<file path="config.mk">
export PLATFORM = sky130hd
export DESIGN_NAME = young_tableau_transposition_engine
export DESIGN_NICKNAME = d
export VERILOG_FILES = /design/src/rtl/ytt_pkg.sv /design/src/rtl/ytt_pos_mem.sv /design/src/rtl/ytt_len_mem.sv /design/src/rtl/young_tableau_transposition_engine.sv
export SDC_FILE = /design/constraint.sdc
export NUM_CORES = 1
export LEC_CHECK = 0
export BUFFER_PORTS_ARGS = -buffer_cell sky130_fd_sc_hd__clkbuf_2
export CAP_MARGIN = 40
export CORE_MARGIN = 1.5
export CORE_UTILIZATION = 55
export DETAILED_ROUTE_END_ITERATION = 7
export HOLD_SLACK_MARGIN = 0.08
export PLACE_DENSITY = 0.81
export SYNTH_ARGS = -nofsm -noshare
export SYNTH_HDL_FRONTEND = slang
export SYNTH_SLANG_ARGS = --single-unit
</file>
<file path="constraint.sdc">
create_clock -name clk -period 7.75 [get_ports clk]
set_input_delay 1.55 -clock clk [delete_from_list [all_inputs] [get_ports clk]]
set_output_delay 1.55 -clock clk [all_outputs]
set_load 0.1 [all_outputs]
</file>
<file path="src/rtl/ytt_pkg.sv">
// Shared constants and codes for the Young tableau transposition engine.
`default_nettype none
package ytt_pkg;

    // default store depth (numbers a tableau can hold)
    localparam int MAX_ENTRIES_DEF = 16;

    // width of the internal arithmetic on rows, columns and counts
    localparam int CALC_W = 8;

    typedef enum logic [1:0] {
        OP_CLEAR = 2'd0,
        OP_GROW  = 2'd1,
        OP_SWAP  = 2'd2,
        OP_QUERY = 2'd3
    } op_t;

    typedef enum logic [1:0] {
        ST_OK      = 2'd0,
        ST_REFUSED = 2'd1,
        ST_FULL    = 2'd2,
        ST_ABSENT  = 2'd3
    } status_t;

endpackage
`default_nettype wire

</file>
<file path="src/rtl/ytt_pos_mem.sv">
// Position map memory: row and column of each number, two read ports, one write port.
`default_nettype none
module ytt_pos_mem #(
    parameter int  DEPTH = ytt_pkg::MAX_ENTRIES_DEF,
    localparam int AW    = $clog2(DEPTH),
    localparam int DW    = 2 * AW
) (
    input  wire logic          clk,
    input  wire logic          rd_en,
    input  wire logic [AW-1:0] rd_addr_a,
    input  wire logic [AW-1:0] rd_addr_b,
    output logic      [DW-1:0] rd_data_a,
    output logic      [DW-1:0] rd_data_b,
    input  wire logic          wr_en,
    input  wire logic [AW-1:0] wr_addr,
    input  wire logic [DW-1:0] wr_data
);

    logic [DW-1:0] mem [DEPTH];

    always_ff @(posedge clk)
    begin
        if (wr_en)
        begin
            mem[wr_addr] <= wr_data;
        end
    end

    // read data held until the next read
    always_ff @(posedge clk)
    begin
        if (rd_en)
        begin
            rd_data_a <= mem[rd_addr_a];
            rd_data_b <= mem[rd_addr_b];
        end
    end

endmodule
`default_nettype wire

</file>
<file path="src/rtl/ytt_len_mem.sv">
// Row length memory, one read port and one write port.
`default_nettype none
module ytt_len_mem #(
    parameter int  DEPTH = ytt_pkg::MAX_ENTRIES_DEF,
    localparam int AW    = $clog2(DEPTH),
    localparam int DW    = $clog2(DEPTH + 1)
) (
    input  wire logic          clk,
    input  wire logic          rd_en,
    input  wire logic [AW-1:0] rd_addr,
    output logic      [DW-1:0] rd_data,
    input  wire logic          wr_en,
    input  wire logic [AW-1:0] wr_addr,
    input  wire logic [DW-1:0] wr_data
);

    logic [DW-1:0] mem [DEPTH];

    always_ff @(posedge clk)
    begin
        if (wr_en)
        begin
            mem[wr_addr] <= wr_data;
        end
    end

    always_ff @(posedge clk)
    begin
        if (rd_en)
        begin
            rd_data <= mem[rd_addr];
        end
    end

endmodule
`default_nettype wire

</file>
<file path="src/rtl/young_tableau_transposition_engine.sv">
// Top level of the Young tableau transposition engine: control, counters and result register.
//
//  channel  | direction | handshake             | payload
//  ---------+-----------+-----------------------+----------------------------------------
//  input    | in        | in_valid / in_ready   | op, row, number
//  result   | out       | out_valid / out_ready | status, swapped, distance, entry_count,
//           |           |                       | row_count, found_row, found_col,
//           |           |                       | row_length
//
// Steps: clear, grow and query pass through the synchronous read of the position and
// row length memories, then a step that computes and writes back. A transpose that
// swaps adds a further write step (S_SWAP2): the position memory has one write port,
// so the two exchanged entries are written in consecutive cycles.
// Reset clears the state, output valid and the entry and row counters; the memories
// get no clearing pass. A row length is valid only for rows below the row count, a
// position only for numbers up to the entry count, so stale memory data is never used.
// A stalled result register holds the engine in its compute step; the input side
// waits until the engine is back in idle.
`default_nettype none
module young_tableau_transposition_engine #(
    parameter int MAX_ENTRIES = ytt_pkg::MAX_ENTRIES_DEF
) (
    input  wire logic       clk,
    input  wire logic       rst_n,

    input  wire logic       in_valid,
    output logic            in_ready,
    input  wire logic [1:0] op,
    input  wire logic [3:0] row,
    input  wire logic [4:0] number,

    output logic            out_valid,
    input  wire logic       out_ready,
    output logic [1:0]      status,
    output logic            swapped,
    output logic [5:0]      distance,
    output logic [4:0]      entry_count,
    output logic [4:0]      row_count,
    output logic [3:0]      found_row,
    output logic [3:0]      found_col,
    output logic [4:0]      row_length
);

    localparam int AW = $clog2(MAX_ENTRIES);       // number slot / row / column index
    localparam int CW = $clog2(MAX_ENTRIES + 1);   // counts and lengths
    localparam int PW = 2 * AW;                    // packed {row, col}
    localparam int XW = ytt_pkg::CALC_W;

    typedef enum logic [1:0] {
        S_IDLE,
        S_EXEC,
        S_SWAP2
    } state_t;

    state_t          state_reg;
    logic [CW-1:0]   entries_reg;
    logic [CW-1:0]   rows_used_reg;
    ytt_pkg::op_t    op_reg;
    logic [3:0]      row_reg;
    logic [4:0]      num_reg;
    logic [AW-1:0]   grow_row_reg;
    logic [PW-1:0]   swap_data_reg;    // old position of t, written to slot of t+1

    logic            out_valid_reg;
    logic [1:0]      status_reg;
    logic            swapped_reg;
    logic [5:0]      distance_reg;
    logic [4:0]      entry_count_reg;
    logic [4:0]      row_count_reg;
    logic [3:0]      found_row_reg;
    logic [3:0]      found_col_reg;
    logic [4:0]      row_length_reg;

    // ------------------------------------------------------------------
    // Accept side: read addresses
    // ------------------------------------------------------------------
    logic            accept;
    logic [XW-1:0]   in_num_x;
    logic [XW-1:0]   in_num_m1_x;
    logic [XW-1:0]   in_row_x;
    logic [XW-1:0]   rows_x;
    logic [XW-1:0]   in_grow_row_x;
    logic [AW-1:0]   in_grow_row;
    logic [AW-1:0]   len_rd_addr;

    assign in_ready      = (state_reg == S_IDLE);
    assign accept        = in_valid && in_ready;
    assign in_num_x      = XW'(number);
    assign in_num_m1_x   = in_num_x - XW'(1);
    assign in_row_x      = XW'(row);
    assign rows_x        = XW'(rows_used_reg);
    // a row index at or past the row count opens a new row
    assign in_grow_row_x = (in_row_x < rows_x) ? in_row_x : rows_x;
    assign in_grow_row   = in_grow_row_x[AW-1:0];
    assign len_rd_addr   = (ytt_pkg::op_t'(op) == ytt_pkg::OP_GROW) ? in_grow_row
                                                                     : in_row_x[AW-1:0];

    logic [PW-1:0]   pos_rd_a;
    logic [PW-1:0]   pos_rd_b;
    logic [CW-1:0]   len_rd;
    logic            pos_wr_en;
    logic [AW-1:0]   pos_wr_addr;
    logic [PW-1:0]   pos_wr_data;
    logic            len_wr_en;
    logic [AW-1:0]   len_wr_addr;
    logic [CW-1:0]   len_wr_data;

    ytt_pos_mem #(
        .DEPTH (MAX_ENTRIES)
    ) u_pos_mem (
        .clk       (clk),
        .rd_en     (accept),
        .rd_addr_a (in_num_m1_x[AW-1:0]),
        .rd_addr_b (in_num_x[AW-1:0]),
        .rd_data_a (pos_rd_a),
        .rd_data_b (pos_rd_b),
        .wr_en     (pos_wr_en),
        .wr_addr   (pos_wr_addr),
        .wr_data   (pos_wr_data)
    );

    ytt_len_mem #(
        .DEPTH (MAX_ENTRIES)
    ) u_len_mem (
        .clk     (clk),
        .rd_en   (accept),
        .rd_addr (len_rd_addr),
        .rd_data (len_rd),
        .wr_en   (len_wr_en),
        .wr_addr (len_wr_addr),
        .wr_data (len_wr_data)
    );

    // ------------------------------------------------------------------
    // Compute step: memory data is valid in S_EXEC
    // ------------------------------------------------------------------
    logic            go;
    logic [XW-1:0]   ent_x;
    logic [XW-1:0]   num_x;
    logic [XW-1:0]   row_x;
    logic            a_ok;
    logic            b_ok;
    logic [AW-1:0]   ar;
    logic [AW-1:0]   ac;
    logic [AW-1:0]   br;
    logic [AW-1:0]   bc;
    logic [XW-1:0]   ar_x;
    logic [XW-1:0]   ac_x;
    logic [XW-1:0]   br_x;
    logic [XW-1:0]   bc_x;
    logic [XW-1:0]   dist_x;
    logic            adjacent;
    logic            full;
    logic            new_row;
    logic [CW-1:0]   old_len;
    logic [CW-1:0]   new_len;
    logic [XW-1:0]   grow_row_x;
    logic [XW-1:0]   old_len_x;
    logic [XW-1:0]   rlen_x;
    logic [CW-1:0]   entries_next;
    logic [CW-1:0]   rows_used_next;
    logic [XW-1:0]   entries_next_x;
    logic [XW-1:0]   rows_next_x;

    logic [1:0]      res_status;
    logic            res_swapped;
    logic [5:0]      res_distance;
    logic [3:0]      res_found_row;
    logic [3:0]      res_found_col;
    logic [4:0]      res_row_length;

    assign go    = (state_reg == S_EXEC) && (!out_valid_reg || out_ready);
    assign ent_x = XW'(entries_reg);
    assign num_x = XW'(num_reg);
    assign row_x = XW'(row_reg);

    assign a_ok  = (num_x >= XW'(1)) && (num_x <= ent_x);
    assign b_ok  = ((num_x + XW'(1)) <= ent_x);

    assign ar    = pos_rd_a[PW-1:AW];
    assign ac    = pos_rd_a[AW-1:0];
    assign br    = pos_rd_b[PW-1:AW];
    assign bc    = pos_rd_b[AW-1:0];
    assign ar_x  = XW'(ar);
    assign ac_x  = XW'(ac);
    assign br_x  = XW'(br);
    assign bc_x  = XW'(bc);

    // content distance, wraps in the low six bits
    assign dist_x   = (bc_x - br_x) - (ac_x - ar_x);
    // t+1 directly right of t, or directly below it
    assign adjacent = ((ar_x == br_x) && (ac_x + XW'(1) == bc_x)) ||
                      ((ac_x == bc_x) && (ar_x + XW'(1) == br_x));

    assign full       = (ent_x >= XW'(MAX_ENTRIES));
    assign grow_row_x = XW'(grow_row_reg);
    assign new_row    = (grow_row_x == rows_x);
    assign old_len    = new_row ? '0 : len_rd;
    assign new_len    = old_len + CW'(1);
    assign old_len_x  = XW'(old_len);

    // slot index of t, one below the stored operand
    function automatic logic [AW-1:0] ar_dummy_addr(input logic [XW-1:0] n);
        logic [XW-1:0] m;
        m = n - XW'(1);
        return m[AW-1:0];
    endfunction

    always_comb
    begin
        entries_next   = entries_reg;
        rows_used_next = rows_used_reg;
        res_status     = ytt_pkg::ST_OK;
        res_swapped    = 1'b0;
        res_distance   = '0;
        res_found_row  = '0;
        res_found_col  = '0;
        res_row_length = '0;
        rlen_x         = '0;
        pos_wr_en      = 1'b0;
        pos_wr_addr    = entries_reg[AW-1:0];
        pos_wr_data    = {grow_row_reg, old_len[AW-1:0]};
        len_wr_en      = 1'b0;
        len_wr_addr    = grow_row_reg;
        len_wr_data    = new_len;

        if (go)
        begin
            unique case (op_reg)
                ytt_pkg::OP_CLEAR:
                begin
                    entries_next   = '0;
                    rows_used_next = '0;
                end
                ytt_pkg::OP_GROW:
                begin
                    if (full)
                    begin
                        res_status = ytt_pkg::ST_FULL;
                    end
                    else
                    begin
                        pos_wr_en      = 1'b1;
                        len_wr_en      = 1'b1;
                        entries_next   = entries_reg + CW'(1);
                        rows_used_next = rows_used_reg + CW'(new_row);
                        rlen_x         = XW'(new_len);
                        res_found_row  = grow_row_x[3:0];
                        res_found_col  = old_len_x[3:0];
                        res_row_length = rlen_x[4:0];
                    end
                end
                ytt_pkg::OP_SWAP:
                begin
                    if (!a_ok || !b_ok)
                    begin
                        res_status = ytt_pkg::ST_ABSENT;
                    end
                    else
                    begin
                        res_distance = dist_x[5:0];
                        if (adjacent)
                        begin
                            res_status = ytt_pkg::ST_REFUSED;
                        end
                        else
                        begin
                            // slot of t gets t+1's box now, the other slot next cycle
                            res_swapped = 1'b1;
                            pos_wr_en   = 1'b1;
                            pos_wr_addr = ar_dummy_addr(num_x);
                            pos_wr_data = pos_rd_b;
                        end
                    end
                end
                ytt_pkg::OP_QUERY:
                begin
                    if (a_ok)
                    begin
                        res_found_row = ar_x[3:0];
                        res_found_col = ac_x[3:0];
                    end
                    else
                    begin
                        res_status = ytt_pkg::ST_ABSENT;
                    end
                    if ((row_x < rows_x) && (row_x < XW'(MAX_ENTRIES)))
                    begin
                        rlen_x = XW'(len_rd);
                    end
                    res_row_length = rlen_x[4:0];
                end
                default:
                begin
                end
            endcase
        end
        else if (state_reg == S_SWAP2)
        begin
            pos_wr_en   = 1'b1;
            pos_wr_addr = num_x[AW-1:0];
            pos_wr_data = swap_data_reg;
        end
    end

    assign entries_next_x = XW'(entries_next);
    assign rows_next_x    = XW'(rows_used_next);

    // ------------------------------------------------------------------
    // State, counters and result register
    // ------------------------------------------------------------------
    always_ff @(posedge clk or negedge rst_n)
    begin
        if (!rst_n)
        begin
            state_reg     <= S_IDLE;
            entries_reg   <= '0;
            rows_used_reg <= '0;
            out_valid_reg <= 1'b0;
        end
        else
        begin
            // a new result may replace the one taken in the same cycle
            if (go)
            begin
                out_valid_reg <= 1'b1;
            end
            else if (out_valid_reg && out_ready)
            begin
                out_valid_reg <= 1'b0;
            end
            unique case (state_reg)
                S_IDLE:
                begin
                    if (accept)
                    begin
                        state_reg <= S_EXEC;
                    end
                end
                S_EXEC:
                begin
                    if (go)
                    begin
                        entries_reg   <= entries_next;
                        rows_used_reg <= rows_used_next;
                        state_reg     <= res_swapped ? S_SWAP2 : S_IDLE;
                    end
                end
                S_SWAP2:
                begin
                    state_reg <= S_IDLE;
                end
                default:
                begin
                    state_reg <= S_IDLE;
                end
            endcase
        end
    end

    // payload registers, no reset
    always_ff @(posedge clk)
    begin
        if (accept)
        begin
            op_reg       <= ytt_pkg::op_t'(op);
            row_reg      <= row;
            num_reg      <= number;
            grow_row_reg <= in_grow_row;
        end
        if (go)
        begin
            swap_data_reg   <= pos_rd_a;
            status_reg      <= res_status;
            swapped_reg     <= res_swapped;
            distance_reg    <= res_distance;
            entry_count_reg <= entries_next_x[4:0];
            row_count_reg   <= rows_next_x[4:0];
            found_row_reg   <= res_found_row;
            found_col_reg   <= res_found_col;
            row_length_reg  <= res_row_length;
        end
    end

    assign out_valid   = out_valid_reg;
    assign status      = status_reg;
    assign swapped     = swapped_reg;
    assign distance    = distance_reg;
    assign entry_count = entry_count_reg;
    assign row_count   = row_count_reg;
    assign found_row   = found_row_reg;
    assign found_col   = found_col_reg;
    assign row_length  = row_length_reg;

    // ------------------------------------------------------------------
    // Assertions
    // ------------------------------------------------------------------
    // an accepted transaction always goes through the compute step next
    a_accept_exec: assert property (@(posedge clk) disable iff (!rst_n)
        accept |=> (state_reg == S_EXEC) && !in_ready)
        else $error("accepted transaction did not enter compute step");

    // counters stay within the store, never more rows than numbers
    a_counts: assert property (@(posedge clk) disable iff (!rst_n)
        (XW'(entries_reg) <= XW'(MAX_ENTRIES)) && (rows_used_reg <= entries_reg))
        else $error("entry or row count out of range");

    // the second swap write follows only a result that reported an exchange
    a_swap2: assert property (@(posedge clk) disable iff (!rst_n)
        (state_reg == S_SWAP2) |-> out_valid_reg && $past(go) && swapped_reg)
        else $error("second position write without an exchange");

    // an exchange is only reported with ok status
    a_swap_ok: assert property (@(posedge clk) disable iff (!rst_n)
        (out_valid_reg && swapped_reg) |-> (status_reg == ytt_pkg::ST_OK))
        else $error("exchange reported with non-ok status");

endmodule
`default_nettype wire
</file>
Word-level counts from Yosys, hierarchy flattened:

Memory sizes are Yosys's and may differ from the RTL's. A register that Yosys moved wholly into a read port is not among the register bits.
Cells that the tools add are included.
Widths: inputs -> output; s select.

* output and inout port bits: 34
* logic and storage cells: 121
* input port bits: 15
* bits in registers: 68
* memories: 2
* memory bits (writable): 208

* magnitude comparators: 7
* add/subtract/negate cells: 11
* reduce and logical (&&, ||, !) cells: 19
* muxes and demuxes: 51
* equal/unequal tests: 13
* bitwise operators: 1

Memories
* u_pos_mem.mem: depth 16, width 8, rd ports 2, clocked after Yosys merged registers in 2, wr ports 1, RTL line ytt_pos_mem.sv:19 `logic [DW-1:0] mem [DEPTH];`
* u_len_mem.mem: depth 16, width 5, rd ports 1, clocked after Yosys merged registers in 1, wr ports 1, RTL line ytt_len_mem.sv:17 `logic [DW-1:0] mem [DEPTH];`

Operators by type and width (number)
* $mux 4: 11
* $mux 8: 5
* $pmux 5 s2: 3
* $mux 5: 5
* $mux 1: 16
* $pmux 4 s2: 2
* $mux 2: 6
* $add 4x1->5 const B: 2
* $add 5x1->5 const B: 2
* $eq 5x4->1: 2
* $lt 4x5->1: 2
* $sub 4x4->5: 2
* $eq 4x4->1: 2
* $sub 4x1->4 const B: 2
* $logic_and 1x1->1: 7
* $add 5x1->6 const B: 1
* $eq 2x1->1 const B: 3
* $eq 2x2->1 const B: 3
* $le 6x5->1: 1
* $pmux 2 s3: 1
* $sub 5x5->6: 1
* $add 5x1->5: 1
* $eq 4x5->1: 1
* $ge 5x1->1 const B: 1
* other kinds (14): 20

Longest topological paths before layout:

Gate-level depths: netlist of the first run.

* word-level depth: 11
* mapped depth: 14
* gate-level depth less buffers: 13

Cells and area by module:

From an unflattened synthesis of the first run, not the netlist that was laid out.

* cell total of the unflattened synthesis: 871
* area, all modules: 14179.8 µm²

Modules (own cells, without submodules)
* ytt_pos_mem: area an instance 6505.0 µm², instances 1, sequential area each 4324.1 µm², cells an instance 307
* young_tableau_transposition_engine: area an instance 4411.7 µm², instances 1, sequential area each 1976.9 µm², cells an instance 409
* ytt_len_mem: area an instance 3263.1 µm², instances 1, sequential area each 2552.4 µm², cells an instance 155

Least setup slack after synthesis of the first run:

OpenSTA, ideal clock, no wires.

* path kind: in2reg
* start: input number[0]
* end: register u_pos_mem.rd_data_a[0], read port of u_pos_mem.mem, data pin
* required time: 7.478 ns
* path buffers: 3
* data arrival time: 4.541 ns
* path slack: 2.937 ns
* setup time: 0.272 ns
* stages on the path: 7
* cell sequence: buf_1 -> clkbuf_1 -> clkbuf_1 -> inv_1 -> ha_1 -> xnor2_1 -> mux4_2

* longest elaborated chain between the ends: 1

Ends and longest elaborated chain
* from (decl): RTL line young_tableau_transposition_engine.sv:30 `input wire logic [4:0] number,`
* $sub 4x1->4: RTL line young_tableau_transposition_engine.sv:89 `assign in_num_m1_x = in_num_x - XW'(1);`
* to (decl): RTL line ytt_pos_mem.sv:12 `output logic [DW-1:0] rd_data_a,`

No other way between the ends.
A chain may end at the register's enable or synchronous reset.

Worst setup path after layout of the first run:

* start: input out_ready
* end: memory u_pos_mem.mem[14][6] in the netlist's numbering, enable pin

* longest elaborated chain between the ends: 5
* elaborated cells on any way between the ends: 6
* those cells by class: mux: 4; reduce/logical: 2

Ends and longest elaborated chain
* from (decl): RTL line young_tableau_transposition_engine.sv:33 `input wire logic out_ready,`
* $logic_or 1x1->1 *: RTL line young_tableau_transposition_engine.sv:172 `assign go = (state_reg == S_EXEC) && (!out_valid_reg || out_ready);`
* $logic_and 1x1->1 *: RTL line young_tableau_transposition_engine.sv:172
* $mux 1: RTL line young_tableau_transposition_engine.sv:227 `if (go)`
* $mux 1: RTL line ytt_pos_mem.sv:23 `if (wr_en)`
* $mux 1 (implied by the code): RTL line ytt_pos_mem.sv:25 `mem[wr_addr] <= wr_data;`
* to (decl): RTL line ytt_pos_mem.sv:19

Every way passes the cells marked *; elsewhere a longest branch is shown, timed or not.

==> impl_metrics.ini, run 1 <==
[die]
coreArea_sq_um = 25200
die_x_um = 163
rows = 58
dieArea_sq_um = 26600
ios = 49
initial_utilization_pct = 56.1
die_y_um = 163

[status]
outcome = completed

[sta]
worst_pin_slew_ns = 0.873
fin_tns_setup_ns = 0
setup_violations = 0
slew_headroom_pct = 41.5
fmax_mhz = 226
post-route-period-util_pct = 57.2
rsz0062_at_grt = false
hold_viol_final = 0
slew_violations = 0
period_needed_ns = 4.43
final.setup_skew_ns = 0.0252

[synth]
syn_inst = 935
synth_area_leader_cell = edfxtp_1
yosysUniqueCellTypes = 61
synth_fp_nets = 998
synth.cell_area_sq_um = 14100
synth_seq_cells = 297
async_flop_share_pct = 4.38
syn_avg_cell_area_sq_um = 15.1
synth_edf_count = 284
synth_top_area_share_pct = 60.4
ys_top_cells_by_area = edfxtp_1 (60%), mux4_2 (13%), ha_1 (4.0%), nand2_1 (2.8%), dfrtp_1 (2.3%)
synth_seq_area_share_pct = 62.7
synth_top_cells_by_count = edfxtp_1 (284), nand2_1 (105), mux4_2 (80), inv_1 (48), ha_1 (45)
ys_warn_count = 0
synth_ff_type = edfxtp_1
yosysMostFrequentCell = edfxtp_1

[worst_setup_path]
crit_fanout = 63
arrival_ns = 4.69
worstSetupEndpointType = flop
startpoint_type = input port
rrSetupSlack_ns = 3.60
worst-r2r-cell-count = 12
rr_startpoint = num_reg[0]
cpMostUsedCell = nand2b_1
cp.required_ns = 8.01
crit_path_start = out_ready
crit_type = in -> reg
path_cells = clkbuf_2 > nand2b_1 > nand2b_1 > inv_2 > buf_4 > o211a_1 > a31o_2 > nor2_1 > or4_4 > nor3_1 > buf_2
crit_cells = 11
max_stage_delay_ns = 0.56
timing.rr.end = u_pos_mem.mem[14][6]
crit_buf_inv = 4
worst_path_max_delay_cell = buf_4
crit_family = simple AND/OR/NAND/NOR gates

[min_path]
hold_path_end = out_valid
hold_start = out_valid
holdPathStages = 2
hold_class = reg -> reg

[cts]
htreeDepth = 1
cts.repair.resized = 0
clk_latency_ns = 0.56
cts_setup_buffers = 0
cts_buffers = 30
cts.sinks = 297
clkTransAtPathRegs_ns = 0.06
cts.path.max_buffers = 3
clock_tree.root_cell = clkbuf_16
cts_hold_buf = 0
cts_tree = built

[pwr]
p_sw_w = 0.00125
power.leakage_nw = 5.74
power_density_nw_per_um2 = 262
seq_power_share_pct = 47.1
switching_share_pct = 29.8
p_int_w = 0.00294
p_clk_share_pct = 33.3
combPwrFrac_pct = 19.6
peakVddDrop_v = 0.000206

[cells_and_area]
top_regs = u_pos_mem.mem x128, u_len_mem.mem x80
postLayoutCellArea_sq_um = 15900
largest_reg_flops = 128
diodes = 0
area_growth_pct = 12.9
drive_gt1_share_pct = 22.5
nNetsFinal = 1081
top_register = u_pos_mem.mem

[drt]
dr.pass1.iters = 5
drt-total-wl_um = 33700
drt_iter0_drc = 1224
drc = 0
ant_nets = 0
num_vias = 8920
wire_per_inst_um = 24.6
avgViaCountPerCell = 6.52

[global_routing]
first_global_vias = 8652
grt_pass1_wl_um = 51800
track_usage_pct = 26.2
overflow = 0
grt_max_degree = 64
antenna_found_initial = 0

[place]
placed_cell_area_sq_um = 15000
portBuffers = 48
dpl.hpwl_um = 22600
gp_congestion = 0.851

[run]
max_cap_viol_count = 0
==> per-stage QoR <==
| step | cells | worst slack [ns] | total power, W | hold WS (ns) | utilization, % |
|---|---|---|---|---|---|
| 2_1_floorplan | 935 | 2.94 | 0.00259 | 0.454 | - |
| 3_3_place_gp | 1298 | 2.52 | 0.00277 | 0.500 | 58.9 |
| 3_5_place_dp | 1315 | 2.54 | 0.00281 | 0.519 | 59.6 |
| 4_1_cts | 1368 | 3.16 | 0.00419 | 0.526 | 63.3 |
| 5_1_grt | 1369 | 3.10 | 0.00432 | 0.548 | 63.3 |
| 6_report | 1369 | 3.32 | 0.00418 | 0.532 | 63.3 |
==> layer usage <==
layer | up-vias | part of all wire (%) | GRT usage (%)
li1 | 3816 | - | -
met1 | 4469 | 40 | 37.1
met2 | 552 | 47 | 40.8
met3 | 83 | 10 | 5.05
met4 | 0 | 3.1 | 9.51
met5 | - | 0 | 0
==> cells in the final DEF (no fill, tap or decap), types with 6 or more instances in the layout <==
cell / Yosys / layout
mux4_2: 80 / 80
clkbuf_2: 0 / 47
o22ai_1: 6 / 6
nor2_1: 34 / 34
a31oi_1: 8 / 8
inv_1: 48 / 48
xnor2_1: 12 / 11
edfxtp_1: 284 / 284
o211ai_1: 7 / 7
dfrtp_1: 13 / 13
nor2b_1: 7 / 7
clkinv_1: 0 / 7
xor2_1: 16 / 16
nand4_1: 8 / 8
mux2i_1: 25 / 23
buf_2: 1 / 6
o21ai_0: 38 / 38
a21oi_1: 18 / 18
nor3_1: 23 / 21
a21o_1: 7 / 7
buf_4: 0 / 34
ha_1: 45 / 45
clkbuf_16: 0 / 31
a22o_1: 6 / 6
nand2_1: 105 / 105
nand3_1: 25 / 25
nand2b_1: 15 / 15
==> power groups by stage <==
| stage | Clock (W) | Sequential, W | Combinational, W |
|---|---|---|---|
| 6_report | 0.00139 | 0.00197 | 0.000820 |
| 5_1_grt | 0.00146 | 0.00198 | 0.000881 |
| 4_1_cts | 0.00140 | 0.00197 | 0.000818 |
| 3_5_place_dp | 0 | 0.00200 | 0.000811 |
| 3_3_place_gp | 0 | 0.00200 | 0.000773 |
| 2_1_floorplan | 0 | 0.00216 | 0.000433 |
==> worst max-delay path by stage <==
stage                                   to
floorplan           u_pos_mem.rd_data_a[0]
global placement      u_pos_mem.mem[11][4]
detailed placement     u_pos_mem.mem[4][0]
CTS                    u_pos_mem.mem[4][4]
global route           u_pos_mem.mem[8][6]
finish                u_pos_mem.mem[14][6]
==> cell type report <==
cell class              instances  area, sq um
inverters                      50          190
flip-flops and latches        297         8850
fillers                      1689         9240
clock buffers                  36          795
multi-input cells             548         4950
clock inverters                17          144
repair buffers                 91          598
well taps                     330          413
==> tightest hold or removal path: stages (launching register included) <==
cell	delay [ns]
dfrtp_1	0.35
nand2b_1	0.08
nand2_1	0.07
==> cells by family (layout without fill, tap and decap cells) <==
logic type / count (synthesis) / in the layout / share of synthesized area [%]
simple gates: 240 / 240 / 8.11
flops: 297 / 297 / 62.7
fa+ha+maj: 48 / 48 / 4.41
compound gates: 125 / 125 / 5.84
xor+xnor: 28 / 28 / 1.74
mux: 107 / 107 / 14.7
buf+inv: 90 / 194 / 2.47
(Power assumes the default switching activity.)
==> run 2: changes to the inputs <==
Settings changed: PLACE_DENSITY 0.81 to 0.84.
Clock period 7.75 ns to 3.6 ns, I/O delays scaled along.
==> impl_metrics.ini, run 2 (synthesis results as in run 1) <==
[worst_setup_path]
max_stage_delay_ns = 0.66
crit_fanout = 8
crit_family = simple AND/OR/NAND/NOR gates
worstSetupEndpointType = flop
worst_path_max_delay_cell = or4_4
cp.required_ns = 3.87
crit_type = reg -> reg
startpoint_type = flop
rrSetupSlack_ns = 0.03
arrival_ns = 3.84
crit_buf_inv = 2
path_cells = ha_2 > nand3_2 > xnor2_1 > ha_1 > nand3_2 > o32ai_2 > and4_4 > a31o_4 > buf_6 > nor2_2 > or4_4 > nor3_4 > buf_6

[sta]
slew_headroom_pct = 41.1
rsz0062_at_grt = true
period_needed_ns = 3.57
fmax_mhz = 280
hold_viol_final = 0
setup_violations = 0
slew_violations = 0
holdWs_ns = 0.327
worst_pin_slew_ns = 0.877
post-route-period-util_pct = 99.1
final.setup_skew_ns = 0.0284

[cts]
clock_tree.root_cell = clkbuf_16
clk_latency_ns = 0.56
cts_buffers = 29
cts.path.max_buffers = 3
cts_tree = built
cts.sinks = 297
clkTransAtPathRegs_ns = 0.07
htreeDepth = 1

[cells_and_area]
top_register = u_pos_mem.mem
top_regs = u_pos_mem.mem x128, u_len_mem.mem x80
fin_cells = 1388
largest_reg_flops = 128
postLayoutCellArea_sq_um = 16300
area_growth_pct = 15.2
final_common_cell = edfxtp_1
final_cell_mix = edfxtp_1 (284), nand2_1 (105), mux4_2 (80)
drive_gt1_share_pct = 25.6
post-route-util_pct = 64.6
nNetsFinal = 1100

[place]
placed_cell_area_sq_um = 15200
gp_congestion = 1.01
dpl.hpwl_um = 23100
dp.cells = 1330
portBuffers = 48

[status]
outcome = completed

[drt]
drt-total-wl_um = 34000
num_vias = 9121
drc = 0
wire_per_inst_um = 24.5
ant_nets = 0
drt_iter0_drc = 1429
avgViaCountPerCell = 6.57
dr.pass1.iters = 5

[global_routing]
track_usage_pct = 26.3
grt_max_degree = 67
first_global_vias = 8971
overflow = 0
antenna_found_initial = 1
grt_pass1_wl_um = 52200

[die]
rows = 58
die_x_um = 163
die_y_um = 163
dieArea_sq_um = 26600
coreArea_sq_um = 25200
ios = 49
initial_utilization_pct = 56.1

[pwr]
power_density_nw_per_um2 = 557
peakVddDrop_v = 0.000535
power.leakage_nw = 5.91

[run]
max_cap_viol_count = 0

[min_path]
hold_class = in -> reg
[run 2: cell count changes in the layout (fill, tap and decap cells not counted), moves of 3 or more]
cell,change
buf_6,+9
clkinv_2,+4
buf_4,+14
nand3_1,-3
buf_12,+5
nor3_1,-8
nor3_4,+6
clkinv_1,-3
buf_2,-6
[run 2: what timing repair did]
action | 4_1_cts | 5_1_grt
resized for setup | 2 | 27
buffers inserted | 1 | 4
setup endpoints to repair | 67 | 133
endpoints found under the hold margin | 13 | 0
hold buffers | 1 | 0
pin swaps | 1 | 7
[run 2: through the flow]
stage               worst slack (ns)  TNS [ns]  total power, W
floorplan                    -0.0789     -7.38         0.00559
global placement              0.0628         0         0.00607
detailed placement           -0.0669    -0.564         0.00615
CTS                          -0.0279    -0.209         0.00902
global route                  -0.120     -3.66         0.00935
finish                        0.0316         0         0.00906
[run 2: power by group]
part / internal, W / switching, W / total, W
Combinational: 0.000596 / 0.00138 / 0.00198
Sequential: 0.00408 / 0.000121 / 0.00420
Clock: 0.00163 / 0.00126 / 0.00288
[run 2: per-layer routing]
metal	GRT usage, %	wire [um]	vias up
li1	-	-	3866
met5	0.379	0	-
met4	10.6	1450	0
met3	6.02	3790	110
met1	35.7	12800	4518
met2	41.5	15900	627
[run 2: cell type report]
cell class	instances	area, sq um
clock inverters	16	146
multi-input cells	548	5090
clock buffers	35	748
fillers	1644	8920
well taps	330	413
inverters	50	190
flip-flops and latches	297	8850
diodes	1	2.50
repair buffers	111	818
[run 2: worst paths after layout]
kind,cells after the start,start,to
min in group asynchronous,2,rst_n,entries_reg[2]
max reg2reg,13,num_reg[1],u_pos_mem.mem[4][0]
min reg2reg,1,state_reg[1],state_reg[0]
max in group asynchronous,2,rst_n,rows_used_reg[1]
min,1,number[4],num_reg[4]
max,13,num_reg[1],u_pos_mem.mem[4][0]
[run 2: worst reg2reg max path, stage by stage (launching register included)]
cell	delay [ns]
edfxtp_1	0.41
ha_2	0.23
nand3_2	0.09
xnor2_1	0.14
ha_1	0.34
nand3_2	0.11
o32ai_2	0.25
and4_4	0.30
a31o_4	0.16
buf_6	0.09
nor2_2	0.04
or4_4	0.66
nor3_4	0.28
buf_6	0.17
